File: config.mk
export PLATFORM = sky130hd
export DESIGN_NAME = ultrasonic_range_tone_mapper
export DESIGN_NICKNAME = d
export VERILOG_FILES = /design/src/rtl/urtm_pkg.sv /design/src/rtl/urtm_front.sv /design/src/rtl/urtm_queue.sv /design/src/rtl/urtm_div.sv /design/src/rtl/urtm_back.sv /design/src/rtl/ultrasonic_range_tone_mapper.sv
export SDC_FILE = /design/constraint.sdc
export NUM_CORES = 2
export LEC_CHECK = 0
export BUFFER_PORTS_ARGS = -buffer_cell sky130_fd_sc_hd__buf_2
export CAP_MARGIN = 0
export CORE_ASPECT_RATIO = 0.75
export CORE_MARGIN = 10
export CORE_UTILIZATION = 50
export CTS_CLUSTER_DIAMETER = 150
export DETAILED_ROUTE_END_ITERATION = 16
export GPL_TIMING_DRIVEN = 0
export PLACE_DENSITY = 0.68
export SLEW_MARGIN = 20
export SYNTH_ARGS = -nofsm -noshare
export SYNTH_HDL_FRONTEND = slang
export SYNTH_SLANG_ARGS = --single-unit
File: constraint.sdc
create_clock -name clk -period 7.9 [get_ports clk]
set_input_delay 0.395 -clock clk [delete_from_list [all_inputs] [get_ports clk]]
set_output_delay 0.395 -clock clk [all_outputs]
set_load 0.01 [all_outputs]
File: src/rtl/urtm_pkg.sv
`default_nettype none

package urtm_pkg;

  localparam int TOF_W  = 16;
  localparam int DIST_W = 11;
  localparam int TONE_W = 16;
  localparam int CFG_W  = 16;
  localparam int IDX_W  = 2;

  // largest distance a 16-bit flight time can give
  localparam int MAX_DIST = 1114;

  // floor(t*17/1000) == (t * DIST_RECIP) >> DIST_SHIFT for every 16-bit t
  localparam int DIST_SHIFT = 30;
  localparam int RECIP_W    = 25;
  localparam logic [RECIP_W-1:0] DIST_RECIP = 25'd18253612;

  // mapping divider: |(avg - rlo) * (thi - tlo)| < 2^27, |rhi - rlo| < 2^11
  localparam int QUO_W = 27;
  localparam int DEN_W = 11;
  localparam int CNT_W = 5;

  localparam int QUEUE_DEPTH = 2;

  localparam logic [IDX_W-1:0] CFG_RANGE_LOW  = 2'd0;
  localparam logic [IDX_W-1:0] CFG_RANGE_HIGH = 2'd1;
  localparam logic [IDX_W-1:0] CFG_TONE_LOW   = 2'd2;
  localparam logic [IDX_W-1:0] CFG_TONE_HIGH  = 2'd3;

  localparam logic [DIST_W-1:0] RST_RANGE_LOW  = 11'd5;
  localparam logic [DIST_W-1:0] RST_RANGE_HIGH = 11'd350;
  localparam logic [TONE_W-1:0] RST_TONE_LOW   = 16'd100;
  localparam logic [TONE_W-1:0] RST_TONE_HIGH  = 16'd4000;

  typedef struct packed {
    logic [DIST_W-1:0] range_low;
    logic [DIST_W-1:0] range_high;
    logic [TONE_W-1:0] tone_low;
    logic [TONE_W-1:0] tone_high;
  } cfg_t;

  typedef struct packed {
    logic             start;
    logic [QUO_W-1:0] dividend;
    logic [DEN_W-1:0] divisor;
  } div_req_t;

  typedef struct packed {
    logic             done;
    logic [QUO_W-1:0] quotient;
  } div_rsp_t;

  typedef enum logic [2:0] {
    ST_IDLE,
    ST_UPDATE,
    ST_AVG,
    ST_MAP,
    ST_START,
    ST_DIV,
    ST_OUT
  } back_state_t;

endpackage

`default_nettype wire

File: src/rtl/urtm_front.sv
`default_nettype none

module urtm_front (
  input  wire logic                        clk,
  input  wire logic                        rst_n,
  input  wire logic                        in_valid,
  output logic                             in_ready,
  input  wire logic [urtm_pkg::TOF_W-1:0]  in_flight_time_us,
  output logic                             push_valid,
  input  wire logic                        push_ready,
  output logic [urtm_pkg::DIST_W-1:0]      push_dist
);
  import urtm_pkg::*;

  localparam int PROD_W = TOF_W + RECIP_W;

  logic              vld_r;
  logic [TOF_W-1:0]  tof_r;
  logic [PROD_W-1:0] prod;
  logic              take;

  assign in_ready = !vld_r || push_ready;
  assign take     = in_valid && in_ready;

  always_ff @(posedge clk) begin
    if (!rst_n) begin
      vld_r <= 1'b0;
    end else if (take) begin
      vld_r <= 1'b1;
    end else if (push_ready) begin
      vld_r <= 1'b0;
    end
  end

  always_ff @(posedge clk) begin
    if (take) begin
      tof_r <= in_flight_time_us;
    end
  end

  assign prod       = PROD_W'(tof_r) * PROD_W'(DIST_RECIP);
  assign push_dist  = prod[DIST_SHIFT +: DIST_W];
  assign push_valid = vld_r;

endmodule

`default_nettype wire

File: src/rtl/urtm_queue.sv
`default_nettype none

module urtm_queue (
  input  wire logic                        clk,
  input  wire logic                        rst_n,
  input  wire logic                        wr_valid,
  output logic                             wr_ready,
  input  wire logic [urtm_pkg::DIST_W-1:0] wr_data,
  output logic                             rd_valid,
  input  wire logic                        rd_pop,
  output logic [urtm_pkg::DIST_W-1:0]      rd_data
);
  import urtm_pkg::*;

  localparam int PTR_W = $clog2(QUEUE_DEPTH);

  logic [DIST_W-1:0] slots_r [QUEUE_DEPTH];
  logic [PTR_W-1:0]  wptr_r;
  logic [PTR_W-1:0]  rptr_r;
  logic [PTR_W:0]    count_r;
  logic              push;
  logic              pop;

  assign wr_ready = count_r != (PTR_W+1)'(QUEUE_DEPTH);
  assign rd_valid = count_r != '0;
  assign push     = wr_valid && wr_ready;
  assign pop      = rd_pop && rd_valid;
  assign rd_data  = slots_r[rptr_r];

  always_ff @(posedge clk) begin
    if (!rst_n) begin
      wptr_r  <= '0;
      rptr_r  <= '0;
      count_r <= '0;
    end else begin
      if (push) begin
        wptr_r <= (wptr_r == PTR_W'(QUEUE_DEPTH - 1)) ? '0 : wptr_r + 1'b1;
      end
      if (pop) begin
        rptr_r <= (rptr_r == PTR_W'(QUEUE_DEPTH - 1)) ? '0 : rptr_r + 1'b1;
      end
      if (push && !pop) begin
        count_r <= count_r + 1'b1;
      end else if (pop && !push) begin
        count_r <= count_r - 1'b1;
      end
    end
  end

  always_ff @(posedge clk) begin
    if (push) begin
      slots_r[wptr_r] <= wr_data;
    end
  end

endmodule

`default_nettype wire

File: src/rtl/urtm_div.sv
`default_nettype none

// restoring divider, one quotient bit per cycle
module urtm_div (
  input  wire logic               clk,
  input  wire logic               rst_n,
  input  wire urtm_pkg::div_req_t req,
  output urtm_pkg::div_rsp_t      rsp
);
  import urtm_pkg::*;

  logic [DEN_W:0]   rem_r;
  logic [QUO_W-1:0] dq_r;
  logic [DEN_W-1:0] den_r;
  logic [CNT_W-1:0] cnt_r;
  logic             busy_r;
  logic             done_r;
  logic [DEN_W:0]   rem_sh;
  logic             fits;

  assign rem_sh = {rem_r[DEN_W-1:0], dq_r[QUO_W-1]};
  assign fits   = rem_sh >= {1'b0, den_r};

  always_ff @(posedge clk) begin
    if (!rst_n) begin
      busy_r <= 1'b0;
      done_r <= 1'b0;
    end else begin
      done_r <= 1'b0;
      if (req.start) begin
        busy_r <= 1'b1;
      end else if (busy_r && cnt_r == CNT_W'(QUO_W - 1)) begin
        busy_r <= 1'b0;
        done_r <= 1'b1;
      end
    end
  end

  always_ff @(posedge clk) begin
    if (req.start) begin
      rem_r <= '0;
      dq_r  <= req.dividend;
      den_r <= req.divisor;
      cnt_r <= '0;
    end else if (busy_r) begin
      rem_r <= fits ? rem_sh - {1'b0, den_r} : rem_sh;
      dq_r  <= {dq_r[QUO_W-2:0], fits};
      cnt_r <= cnt_r + 1'b1;
    end
  end

  assign rsp = '{done: done_r, quotient: dq_r};

endmodule

`default_nettype wire

File: src/rtl/urtm_back.sv
`default_nettype none

module urtm_back #(
  parameter int WINDOW = 15
) (
  input  wire logic                        clk,
  input  wire logic                        rst_n,
  input  wire urtm_pkg::cfg_t              cfg,
  input  wire logic                        q_valid,
  input  wire logic [urtm_pkg::DIST_W-1:0] q_dist,
  output logic                             q_pop,
  output urtm_pkg::div_req_t               div_req,
  input  wire urtm_pkg::div_rsp_t          div_rsp,
  output logic                             out_valid,
  input  wire logic                        out_ready,
  output logic [urtm_pkg::DIST_W-1:0]      out_distance_mm,
  output logic [urtm_pkg::DIST_W-1:0]      out_average_mm,
  output logic [urtm_pkg::TONE_W-1:0]      out_tone_hz
);
  import urtm_pkg::*;

  localparam int SLOT_W    = (WINDOW > 1) ? $clog2(WINDOW) : 1;
  localparam int SUM_W     = $clog2(WINDOW * MAX_DIST + 1);
  // sum / WINDOW as multiply by rounded-up reciprocal; shift leaves error < 1/WINDOW
  localparam int AVG_SHIFT = SUM_W + SLOT_W + 1;
  localparam logic [63:0] AVG_RECIP_FULL =
    ((64'd1 << AVG_SHIFT) + 64'(WINDOW) - 64'd1) / 64'(WINDOW);
  localparam logic [AVG_SHIFT:0] AVG_RECIP = AVG_RECIP_FULL[AVG_SHIFT:0];
  localparam int AVG_PW    = SUM_W + AVG_SHIFT + 1;
  localparam int NUM_W     = QUO_W + 2;
  localparam int DIFF_W    = DIST_W + 1;
  localparam int SPAN_W    = TONE_W + 1;
  localparam int Q_W       = QUO_W + 3;

  back_state_t state_r, state_nxt;

  logic [DIST_W-1:0] store_mem [WINDOW];
  logic [WINDOW-1:0] filled_r;
  logic [DIST_W-1:0] rd_data_r;
  logic [SLOT_W-1:0] slot_r;
  logic [SUM_W-1:0]  sum_r;
  logic [DIST_W-1:0] dist_r;
  logic [AVG_PW-1:0] avg_prod_r;
  logic [DIST_W-1:0] avg_r;
  logic signed [NUM_W-1:0] num_r;
  logic              neg_r;
  logic [DEN_W-1:0]  den_r;
  logic [TONE_W-1:0] tone_r;
  logic              out_valid_r;

  logic              mem_re, mem_we, load_out;
  logic [DIST_W-1:0] old_dist;
  logic [DIST_W-1:0] avg_now;
  logic signed [DIFF_W-1:0] diff_a, diff_r;
  logic signed [SPAN_W-1:0] span_t;
  logic [NUM_W-1:0]  num_mag;
  logic signed [Q_W-1:0] q_val, t_lo, t_hi;

  always_ff @(posedge clk) begin
    if (!rst_n) begin
      state_r <= ST_IDLE;
    end else begin
      state_r <= state_nxt;
    end
  end

  always_comb begin
    state_nxt        = state_r;
    q_pop            = 1'b0;
    mem_re           = 1'b0;
    mem_we           = 1'b0;
    load_out         = 1'b0;
    div_req.start    = 1'b0;
    div_req.dividend = num_mag[QUO_W-1:0];
    div_req.divisor  = den_r;
    unique case (state_r)
      ST_IDLE: begin
        if (q_valid) begin
          q_pop     = 1'b1;
          mem_re    = 1'b1;
          state_nxt = ST_UPDATE;
        end
      end
      ST_UPDATE: begin
        mem_we    = 1'b1;
        state_nxt = ST_AVG;
      end
      ST_AVG: state_nxt = ST_MAP;
      ST_MAP: begin
        // equal sensor limits skip the divide
        state_nxt = (cfg.range_low == cfg.range_high) ? ST_OUT : ST_START;
      end
      ST_START: begin
        div_req.start = 1'b1;
        state_nxt     = ST_DIV;
      end
      ST_DIV: begin
        if (div_rsp.done) begin
          state_nxt = ST_OUT;
        end
      end
      ST_OUT: begin
        if (!out_valid_r || out_ready) begin
          load_out  = 1'b1;
          state_nxt = ST_IDLE;
        end
      end
      default: state_nxt = ST_IDLE;
    endcase
  end

  // window store: one read, one write port
  always_ff @(posedge clk) begin
    if (mem_we) begin
      store_mem[slot_r] <= dist_r;
    end
    if (mem_re) begin
      rd_data_r <= store_mem[slot_r];
    end
  end

  assign old_dist = filled_r[slot_r] ? rd_data_r : '0;

  always_ff @(posedge clk) begin
    if (!rst_n) begin
      filled_r <= '0;
      slot_r   <= '0;
      sum_r    <= '0;
    end else if (mem_we) begin
      filled_r[slot_r] <= 1'b1;
      slot_r <= (slot_r == SLOT_W'(WINDOW - 1)) ? '0 : slot_r + 1'b1;
      sum_r  <= sum_r - SUM_W'(old_dist) + SUM_W'(dist_r);
    end
  end

  assign avg_now = avg_prod_r[AVG_SHIFT +: DIST_W];
  assign diff_a  = $signed({1'b0, avg_now}) - $signed({1'b0, cfg.range_low});
  assign diff_r  = $signed({1'b0, cfg.range_high}) - $signed({1'b0, cfg.range_low});
  assign span_t  = $signed({1'b0, cfg.tone_high}) - $signed({1'b0, cfg.tone_low});
  assign num_mag = num_r[NUM_W-1] ? NUM_W'(-num_r) : NUM_W'(num_r);

  assign t_lo  = $signed(Q_W'(cfg.tone_low));
  assign t_hi  = $signed(Q_W'(cfg.tone_high));
  assign q_val = (neg_r ? -$signed(Q_W'(div_rsp.quotient))
                        :  $signed(Q_W'(div_rsp.quotient))) + t_lo;

  always_ff @(posedge clk) begin
    if (q_pop) begin
      dist_r <= q_dist;
    end
    if (state_r == ST_AVG) begin
      avg_prod_r <= AVG_PW'(sum_r) * AVG_PW'(AVG_RECIP);
    end
    if (state_r == ST_MAP) begin
      avg_r  <= avg_now;
      num_r  <= NUM_W'(diff_a) * NUM_W'(span_t);
      neg_r  <= diff_a[DIFF_W-1] ^ span_t[SPAN_W-1] ^ diff_r[DIFF_W-1];
      den_r  <= diff_r[DIFF_W-1] ? DEN_W'(-diff_r) : DEN_W'(diff_r);
      tone_r <= cfg.tone_low;
    end
    if (state_r == ST_DIV && div_rsp.done) begin
      // ceiling test first, so inverted tone limits still land on a limit
      priority if (q_val > t_hi) begin
        tone_r <= cfg.tone_high;
      end else if (q_val < t_lo) begin
        tone_r <= cfg.tone_low;
      end else begin
        tone_r <= q_val[TONE_W-1:0];
      end
    end
  end

  always_ff @(posedge clk) begin
    if (!rst_n) begin
      out_valid_r <= 1'b0;
    end else if (load_out) begin
      out_valid_r <= 1'b1;
    end else if (out_ready) begin
      out_valid_r <= 1'b0;
    end
  end

  always_ff @(posedge clk) begin
    if (load_out) begin
      out_distance_mm <= dist_r;
      out_average_mm  <= avg_r;
      out_tone_hz     <= tone_r;
    end
  end

  assign out_valid = out_valid_r;

endmodule

`default_nettype wire

File: src/rtl/ultrasonic_range_tone_mapper.sv
`default_nettype none

// channel  direction  handshake              payload
// in_      input      in_valid / in_ready    in_flight_time_us[15:0]
// out_     output     out_valid / out_ready  out_distance_mm, out_average_mm, out_tone_hz
// cfg_     input      cfg_we (no wait)       cfg_index[1:0], cfg_data[15:0]
//
// Items pass the back end one at a time; the tone map uses the 27-step restoring divider,
// and when the sensor limits are equal the divide is skipped.
// The front converts time to distance in one multiply and queues up to two beats,
// so input is taken while the back end works or a result waits on out_ready.
// rst_n is synchronous; reset clears the window and restores the register defaults.
module ultrasonic_range_tone_mapper #(
  parameter int WINDOW = 15
) (
  input  wire logic                        clk,
  input  wire logic                        rst_n,
  input  wire logic                        in_valid,
  output logic                             in_ready,
  input  wire logic [urtm_pkg::TOF_W-1:0]  in_flight_time_us,
  output logic                             out_valid,
  input  wire logic                        out_ready,
  output logic [urtm_pkg::DIST_W-1:0]      out_distance_mm,
  output logic [urtm_pkg::DIST_W-1:0]      out_average_mm,
  output logic [urtm_pkg::TONE_W-1:0]      out_tone_hz,
  input  wire logic                        cfg_we,
  input  wire logic [urtm_pkg::IDX_W-1:0]  cfg_index,
  input  wire logic [urtm_pkg::CFG_W-1:0]  cfg_data
);
  import urtm_pkg::*;

  cfg_t              cfg_r;
  logic              push_valid, push_ready;
  logic [DIST_W-1:0] push_dist;
  logic              q_valid, q_pop;
  logic [DIST_W-1:0] q_dist;
  div_req_t          div_req;
  div_rsp_t          div_rsp;

  always_ff @(posedge clk) begin
    if (!rst_n) begin
      cfg_r.range_low  <= RST_RANGE_LOW;
      cfg_r.range_high <= RST_RANGE_HIGH;
      cfg_r.tone_low   <= RST_TONE_LOW;
      cfg_r.tone_high  <= RST_TONE_HIGH;
    end else if (cfg_we) begin
      unique case (cfg_index)
        CFG_RANGE_LOW:  cfg_r.range_low  <= cfg_data[DIST_W-1:0];
        CFG_RANGE_HIGH: cfg_r.range_high <= cfg_data[DIST_W-1:0];
        CFG_TONE_LOW:   cfg_r.tone_low   <= cfg_data[TONE_W-1:0];
        CFG_TONE_HIGH:  cfg_r.tone_high  <= cfg_data[TONE_W-1:0];
        default: ;
      endcase
    end
  end

  urtm_front u_front (
    .clk               (clk),
    .rst_n             (rst_n),
    .in_valid          (in_valid),
    .in_ready          (in_ready),
    .in_flight_time_us (in_flight_time_us),
    .push_valid        (push_valid),
    .push_ready        (push_ready),
    .push_dist         (push_dist)
  );

  urtm_queue u_queue (
    .clk      (clk),
    .rst_n    (rst_n),
    .wr_valid (push_valid),
    .wr_ready (push_ready),
    .wr_data  (push_dist),
    .rd_valid (q_valid),
    .rd_pop   (q_pop),
    .rd_data  (q_dist)
  );

  urtm_div u_div (
    .clk   (clk),
    .rst_n (rst_n),
    .req   (div_req),
    .rsp   (div_rsp)
  );

  urtm_back #(
    .WINDOW (WINDOW)
  ) u_back (
    .clk             (clk),
    .rst_n           (rst_n),
    .cfg             (cfg_r),
    .q_valid         (q_valid),
    .q_dist          (q_dist),
    .q_pop           (q_pop),
    .div_req         (div_req),
    .div_rsp         (div_rsp),
    .out_valid       (out_valid),
    .out_ready       (out_ready),
    .out_distance_mm (out_distance_mm),
    .out_average_mm  (out_average_mm),
    .out_tone_hz     (out_tone_hz)
  );

endmodule

`default_nettype wire

# Word-level counts from Yosys, hierarchy flattened
# Memory sizes are Yosys's and may differ from the RTL's. A register that Yosys moved wholly into a read port is not among the register bits.
# Index checks and enable logic that the tools add are counted.
[totals]
ram_bits = 187
ff_bits = 305
memories = 2
elab_cells = 146
[mem_list]
columns = ["name", "words", "word_bits", "rd", "rd_clocked_by_memory_dff", "write_ports", "line", "source"]
rows = [
  ["u_back.store_mem", 15, 11, 1, 1, 1, "urtm_back.sv:37", "logic [DIST_W-1:0] store_mem [WINDOW];"],
  ["u_queue.slots_r", 2, 11, 1, 1, 1, "urtm_queue.sv:17", "logic [DIST_W-1:0] slots_r [QUEUE_DEPTH];"],
]
[op_classes]
bitwise = 4
n_lt_le_gt_ge = 5
n_mul = 3
n_reduce_logical = 29
muxes = 42
n_eq_ne = 16
addsub = 16
[ops]
columns = ["operator", "n"]
rows = [
  ["$mux 27", 3],
  ["$mux 16", 4],
  ["$mul 16x23->39 const B", 1],
  ["$mux 11", 3],
  ["$add 30x17->30", 1],
  ["$gt 30x17->1", 1],
  ["$lt 30x17->1", 1],
  ["$mul 15x16->30 const B", 1],
  ["$mux 30", 1],
  ["$neg 27->30", 1],
  ["$mul 12x17->29", 1],
  ["$neg 27->27", 1],
  ["$sub 11x11->12", 2],
  ["$mux 1", 21],
  ["$pmux 3 s7", 1],
  ["$sub 16x16->17", 1],
  ["$add 15x11->15", 1],
  ["$or 15x15->15", 1],
  ["$sub 15x11->15", 1],
  ["$reduce_bool 2->1", 7],
  ["$ge 12x11->1", 1],
  ["$eq 11x11->1", 1],
  ["$neg 11->11", 1],
  ["$sub 11x11->11", 1],
  ["other kinds (31)", 57],
]

# Logic depth before layout (Yosys ltp)
[logic_depth]
word_depth = 7
depth_mapped = 35

# By module
# A second synthesis with hierarchy kept.
[hier_totals]
cells_unflattened = 3766
hier_area_um2 = 40373.7
[by_module_without_submodules]
columns = ["mod", "cells_per_inst", "n_inst", "area_each_um2"]
rows = [
  ["urtm_back", 2565, 1, 27657.8],
  ["urtm_front", 673, 1, 6575.1],
  ["urtm_div", 258, 1, 2999.1],
  ["ultrasonic_range_tone_mapper", 212, 1, 2109.5],
  ["urtm_queue", 58, 1, 1032.2],
]

# Least setup slack after synthesis
# OpenSTA, ideal clock, no wires.
[synth_timing]
kind = "register to register"
start = "register u_back.avg_prod_r[20]"
end = "register u_back.num_r[28] (data pin)"
n_path_buf = 1
path_slack_ps = 0
required_ps = 7640
stages_incl_launch_ff = 35
synth_period_minus_slack_ps = 7900
setup_ps = 260
arrival_time_ps = 7640
path_cell_list = "edfxtp_1 > inv_1 > ha_1 > inv_1 > fa_1 > a21o_1 > a21oi_1 > o21bai_1 > a21oi_1 > o21ai_0 > a21o_1 > a21oi_1 > xor2_1 > clkbuf_1 > or2_2 > fa_1 > fa_1 > inv_1 > fa_1 > fa_1 > inv_1 > fa_1 > inv_1 > ha_1 > a21o_1 > a21oi_1 > o21bai_1 > a21oi_1 > o21ai_0 > a41o_1 > nor4b_1 > o31ai_1 > a21o_1 > a21oi_1 > xnor2_1"
[synth_between]
elab_chain_cells = 2
[synth_rtl]
columns = ["element", "line", "source"]
rows = [
  ["from (decl)", "urtm_back.sv:43", "logic [AVG_PW-1:0] avg_prod_r;"],
  ["from (signal assigned)", "urtm_back.sv:152", "avg_prod_r <= AVG_PW'(sum_r) * AVG_PW'(AVG_RECIP);"],
  ["$sub 11x11->12", "urtm_back.sv:137", "assign diff_a = $signed({1'b0, avg_now}) - $signed({1'b0, cfg.range_low});"],
  ["$mul 12x17->29", "urtm_back.sv:156", "num_r <= NUM_W'(diff_a) * NUM_W'(span_t);"],
  ["to (signal assigned)", "urtm_back.sv:156", ""],
  ["to (decl)", "urtm_back.sv:45", "logic signed [NUM_W-1:0] num_r;"],
]
# No other way between the ends.
# A chain may end at the register's enable or synchronous reset.

# Final worst setup path
[layout_timing]
start = "register u_back.avg_prod_r[21]"
end = "register u_back.num_r[28] (data pin)"
# Same word-level chain as after synthesis.

==> results by group <==
Global route
  • Overflow after GRT: 0
  • Tot GR Track Use: 22.0%
  • First-pass GRT wire length: 154000 um
  • Initial antenna violation count: 5
  • Number of global-route vias before repair: 26800
  • Largest net degree at the start of global routing: 29

Finish
  • Synth-to-layout area growth: 13.3%
  • Multi-input combinational cell area: 22900 um2
  • Layout cells sized above 1: 11.7%
  • # fillers: 6361
  • N_diodes: 0
  • Layout Nets: 4635
  • Sequential Area: 13700 um2

Outcome
  • Outcome: complete, no violations

Detailed routing
  • WL final: 98100 um
  • Routed vias: 27300
  • First-pass detailed-route iteration total: 5
  • DRC: 0
  • Routed len/inst: 19.9 um
  • Vias per cell: 5.55
  • DR iter-0 viols: 2280
  • Final ANT Viol Nets: 0

Synthesis
  • Mapped Cells: 3627
  • Synthesized Nets: 4422
  • Mapped Area: 38600 um2
  • Yosys warnings: 0
  • Cell variety after synth: 76
  • Post-synth ARST share: 0%
  • Most common cell in the netlist: inv_1
  • Post-synth EDFFs: 379
  • Synth Register Bits: 494
  • Avg Inst Size Synth: 10.6 um2
  • Most common flop cell mapped by yosys: edfxtp_1
  • Synth top area share: 29.5%
  • Synth top area cells: edfxtp_1 29%, fa_1 17%, ha_1 14%, inv_1 6.0%, dfxtp_1 6.0%
  • Area leader, netlist: edfxtp_1
  • Most frequent cells after synthesis: 621 x inv_1, 428 x ha_1, 383 x nand2_1, 379 x edfxtp_1, 328 x fa_1
  • Seq/Total Area, Yosys: 35.4%

Setup path
  • CP max FO: 4
  • Slowest CP cell: fa_1
  • Crit Path Class: flop to flop
  • CP Capture Type: flop
  • Worst setup SP type: flop
  • Worst Reg2Reg Path Length in Cells: 30
  • CP max stage delay: 0.59 ns
  • Reg2reg start: u_back.avg_prod_r[21]$_DFFE_PP_
  • Worst path most repeated cell: fa_1
  • Critical Path RT: 8.26 ns
  • Crit path DAT: 8.16 ns
  • R2R Setup Slk: 0.1 ns
  • Terminus of the critical flop-to-flop path: u_back.num_r[28]$_DFFE_PP_

Clock tree
  • Num CTS Buffers: 51
  • Worst skew pair latency: 0.62 ns
  • Clk pin slew, worst setup/hold paths: 0.08 ns
  • Root buf cell: clkbuf_16
  • CTS tree: done
  • # clock sinks: 494
  • Bufs on Longest Clock Path: 3
  • H-tree depth: 2

Timing
  • Slew headroom: 26.1%
  • Final setup viols: 0
  • Final worst path period need: 7.80 ns
  • Pins Over Slew Limit: 0
  • Max Clock Skew: 0.0329 ns
  • Slew of the pin with the lowest slew margin: 1.11 ns
  • Final hold violation count: 0
  • Setup_tns: 0 ns
  • Fmax: 128 MHz
  • RSZ-0062 raised after global routing: true
  • Period Utilization, post-route: 98.8%

Floorplanning
  • Die height: 261 um
  • Die W: 341 um
  • Total core area: 76700 um2
  • Ports: 79
  • Initial core utilization: 50.3%
  • Row cnt: 88
  • Die footprint: 88800 um2

Run
  • Max cap viols: 0

Worst hold path
  • Hold_sp: cfg_data[12]
  • HP Class: input pin to flop
  • WHS Endpoint: cfg_r[12]$_SDFFE_PN0P_
  • Worst Hold Depth: 3

Placed design
  • Routability Congestion: 0.934
  • PortBufs: 77
  • Detail Placement HPWL: 75500 um
-- timing repair --
item,in CTS,in global routing
gates resized for setup,83,110
hold buffers,16,0
pin swaps,14,70
endpoints found under the hold margin,16,0
endpoints found under the setup margin,25,25
setup buffers,17,41
-- worst max-delay path, delay by kind of cell, from the launching register on --
family / cells / cell delay, ns
buffers and inverters: 2 / 0.32
adder cells (fa/ha/maj): 7 / 3.10
AO/OA/AOI/OAI: 15 / 2.75
XOR/XNOR: 2 / 0.27
flip-flops: 1 / 0.43
AND/OR/NAND/NOR: 4 / 0.65
-- area by class of cell --
| class | instances | area share (%) |
|---|---|---|
| sequential | 494 | 31.3 |
| timing repair buffer | 161 | 2.79 |
| multi-input combinational | 2403 | 52.4 |
| clock inverter | 27 | 0.836 |
| buffer | 106 | 1.16 |
| clock buffer | 68 | 3.20 |
| inverter | 623 | 5.38 |
| tap | 1035 | 2.96 |
-- through the flow --
step	cells	hold WS, ns	worst slack [ns]	util [%]	cell area (um2)
2_1_floorplan	3627	0.400	0.0654	-	38600
3_3_place_gp	4739	0.400	-1.44	52.5	40300
3_5_place_dp	4750	0.405	-1.54	52.8	40500
4_1_cts	4878	0.0216	-0.0463	56.0	43000
5_1_grt	4917	0.0544	-0.135	57.0	43700
6_report	4917	0.0532	0.0969	57.0	43700
-- flip-flops by register name, summed over array words and instances, names as in the netlist, 15 cells and up --
register,cells
cfg_r,54
u_back.out_tone_hz,16
u_back.tone_r,16
u_queue.slots_r,22
u_back.num_r,28
u_back.sum_r,15
u_front.tof_r,16
u_back.filled_r,15
u_back.store_mem,165
u_div.dq_r,27
-- cell usage in the layout, fill, tap and decap left out, types with 16 or more instances in the layout --
master,instances
xor2_1,57
a21boi_0,20
o221ai_1,16
dlygate4sd3_1,16
mux2i_1,23
nor2b_1,33
o211ai_1,20
fa_1,320
nand2_1,382
o21ai_0,129
buf_4,55
nand2b_1,42
and2_1,27
inv_1,612
nand3_1,42
edfxtp_1,379
nor3_1,37
buf_2,80
xnor2_1,85
nor2_1,172
clkbuf_16,53
o31ai_1,18
a21o_1,34
nor2_2,16
o21a_1,16
mux4_2,48
a21oi_1,122
or3_1,22
nand4_1,39
dfxtp_1,111
ha_1,416
clkbuf_1,83
-- kinds of logic (layout without fill, tap and decap cells) --
kind of cell	count (synthesis)	count (layout)	share of synthesized area (%)
buffers and inverters	730	985	7.10
flip-flops	494	494	35.4
AO/OA/AOI/OAI	508	508	8.40
multiplexers	85	85	3.80
AND/OR/NAND/NOR	896	896	10.8
XOR/XNOR	158	158	3.58
adder cells (fa/ha/maj)	756	756	30.9
-- worst max path at each step --
stage,from,endpoint,slack (ns),cells past startpoint
final,u_back.avg_prod_r[21]$_DFFE_PP_,u_back.num_r[28]$_DFFE_PP_,0.1,30
after global routing,cfg_r[43]$_SDFFE_PN1P_,u_back.num_r[28]$_DFFE_PP_,-0.14,33
after CTS,cfg_r[18]$_SDFFE_PN1P_,u_back.num_r[28]$_DFFE_PP_,-0.05,32
after detailed placement,u_back.avg_prod_r[20]$_DFFE_PP_,u_back.num_r[28]$_DFFE_PP_,-1.54,34
after global placement,u_back.avg_prod_r[20]$_DFFE_PP_,u_back.num_r[28]$_DFFE_PP_,-1.44,32
after floorplan,u_back.avg_prod_r[20]$_DFFE_PP_,u_back.num_r[28]$_DFFE_PP_,0.07,34
-- per-layer routing --
metal / wire [um] / GRT usage [%]
met5: 27 / 0
met4: 1480 / 4.02
met3: 9130 / 4.71
met2: 42100 / 32.6
met1: 45400 / 33.0
Power is not shown: default switching activity piles up to over one toggle a cycle in this logic, so the estimate is an artifact.
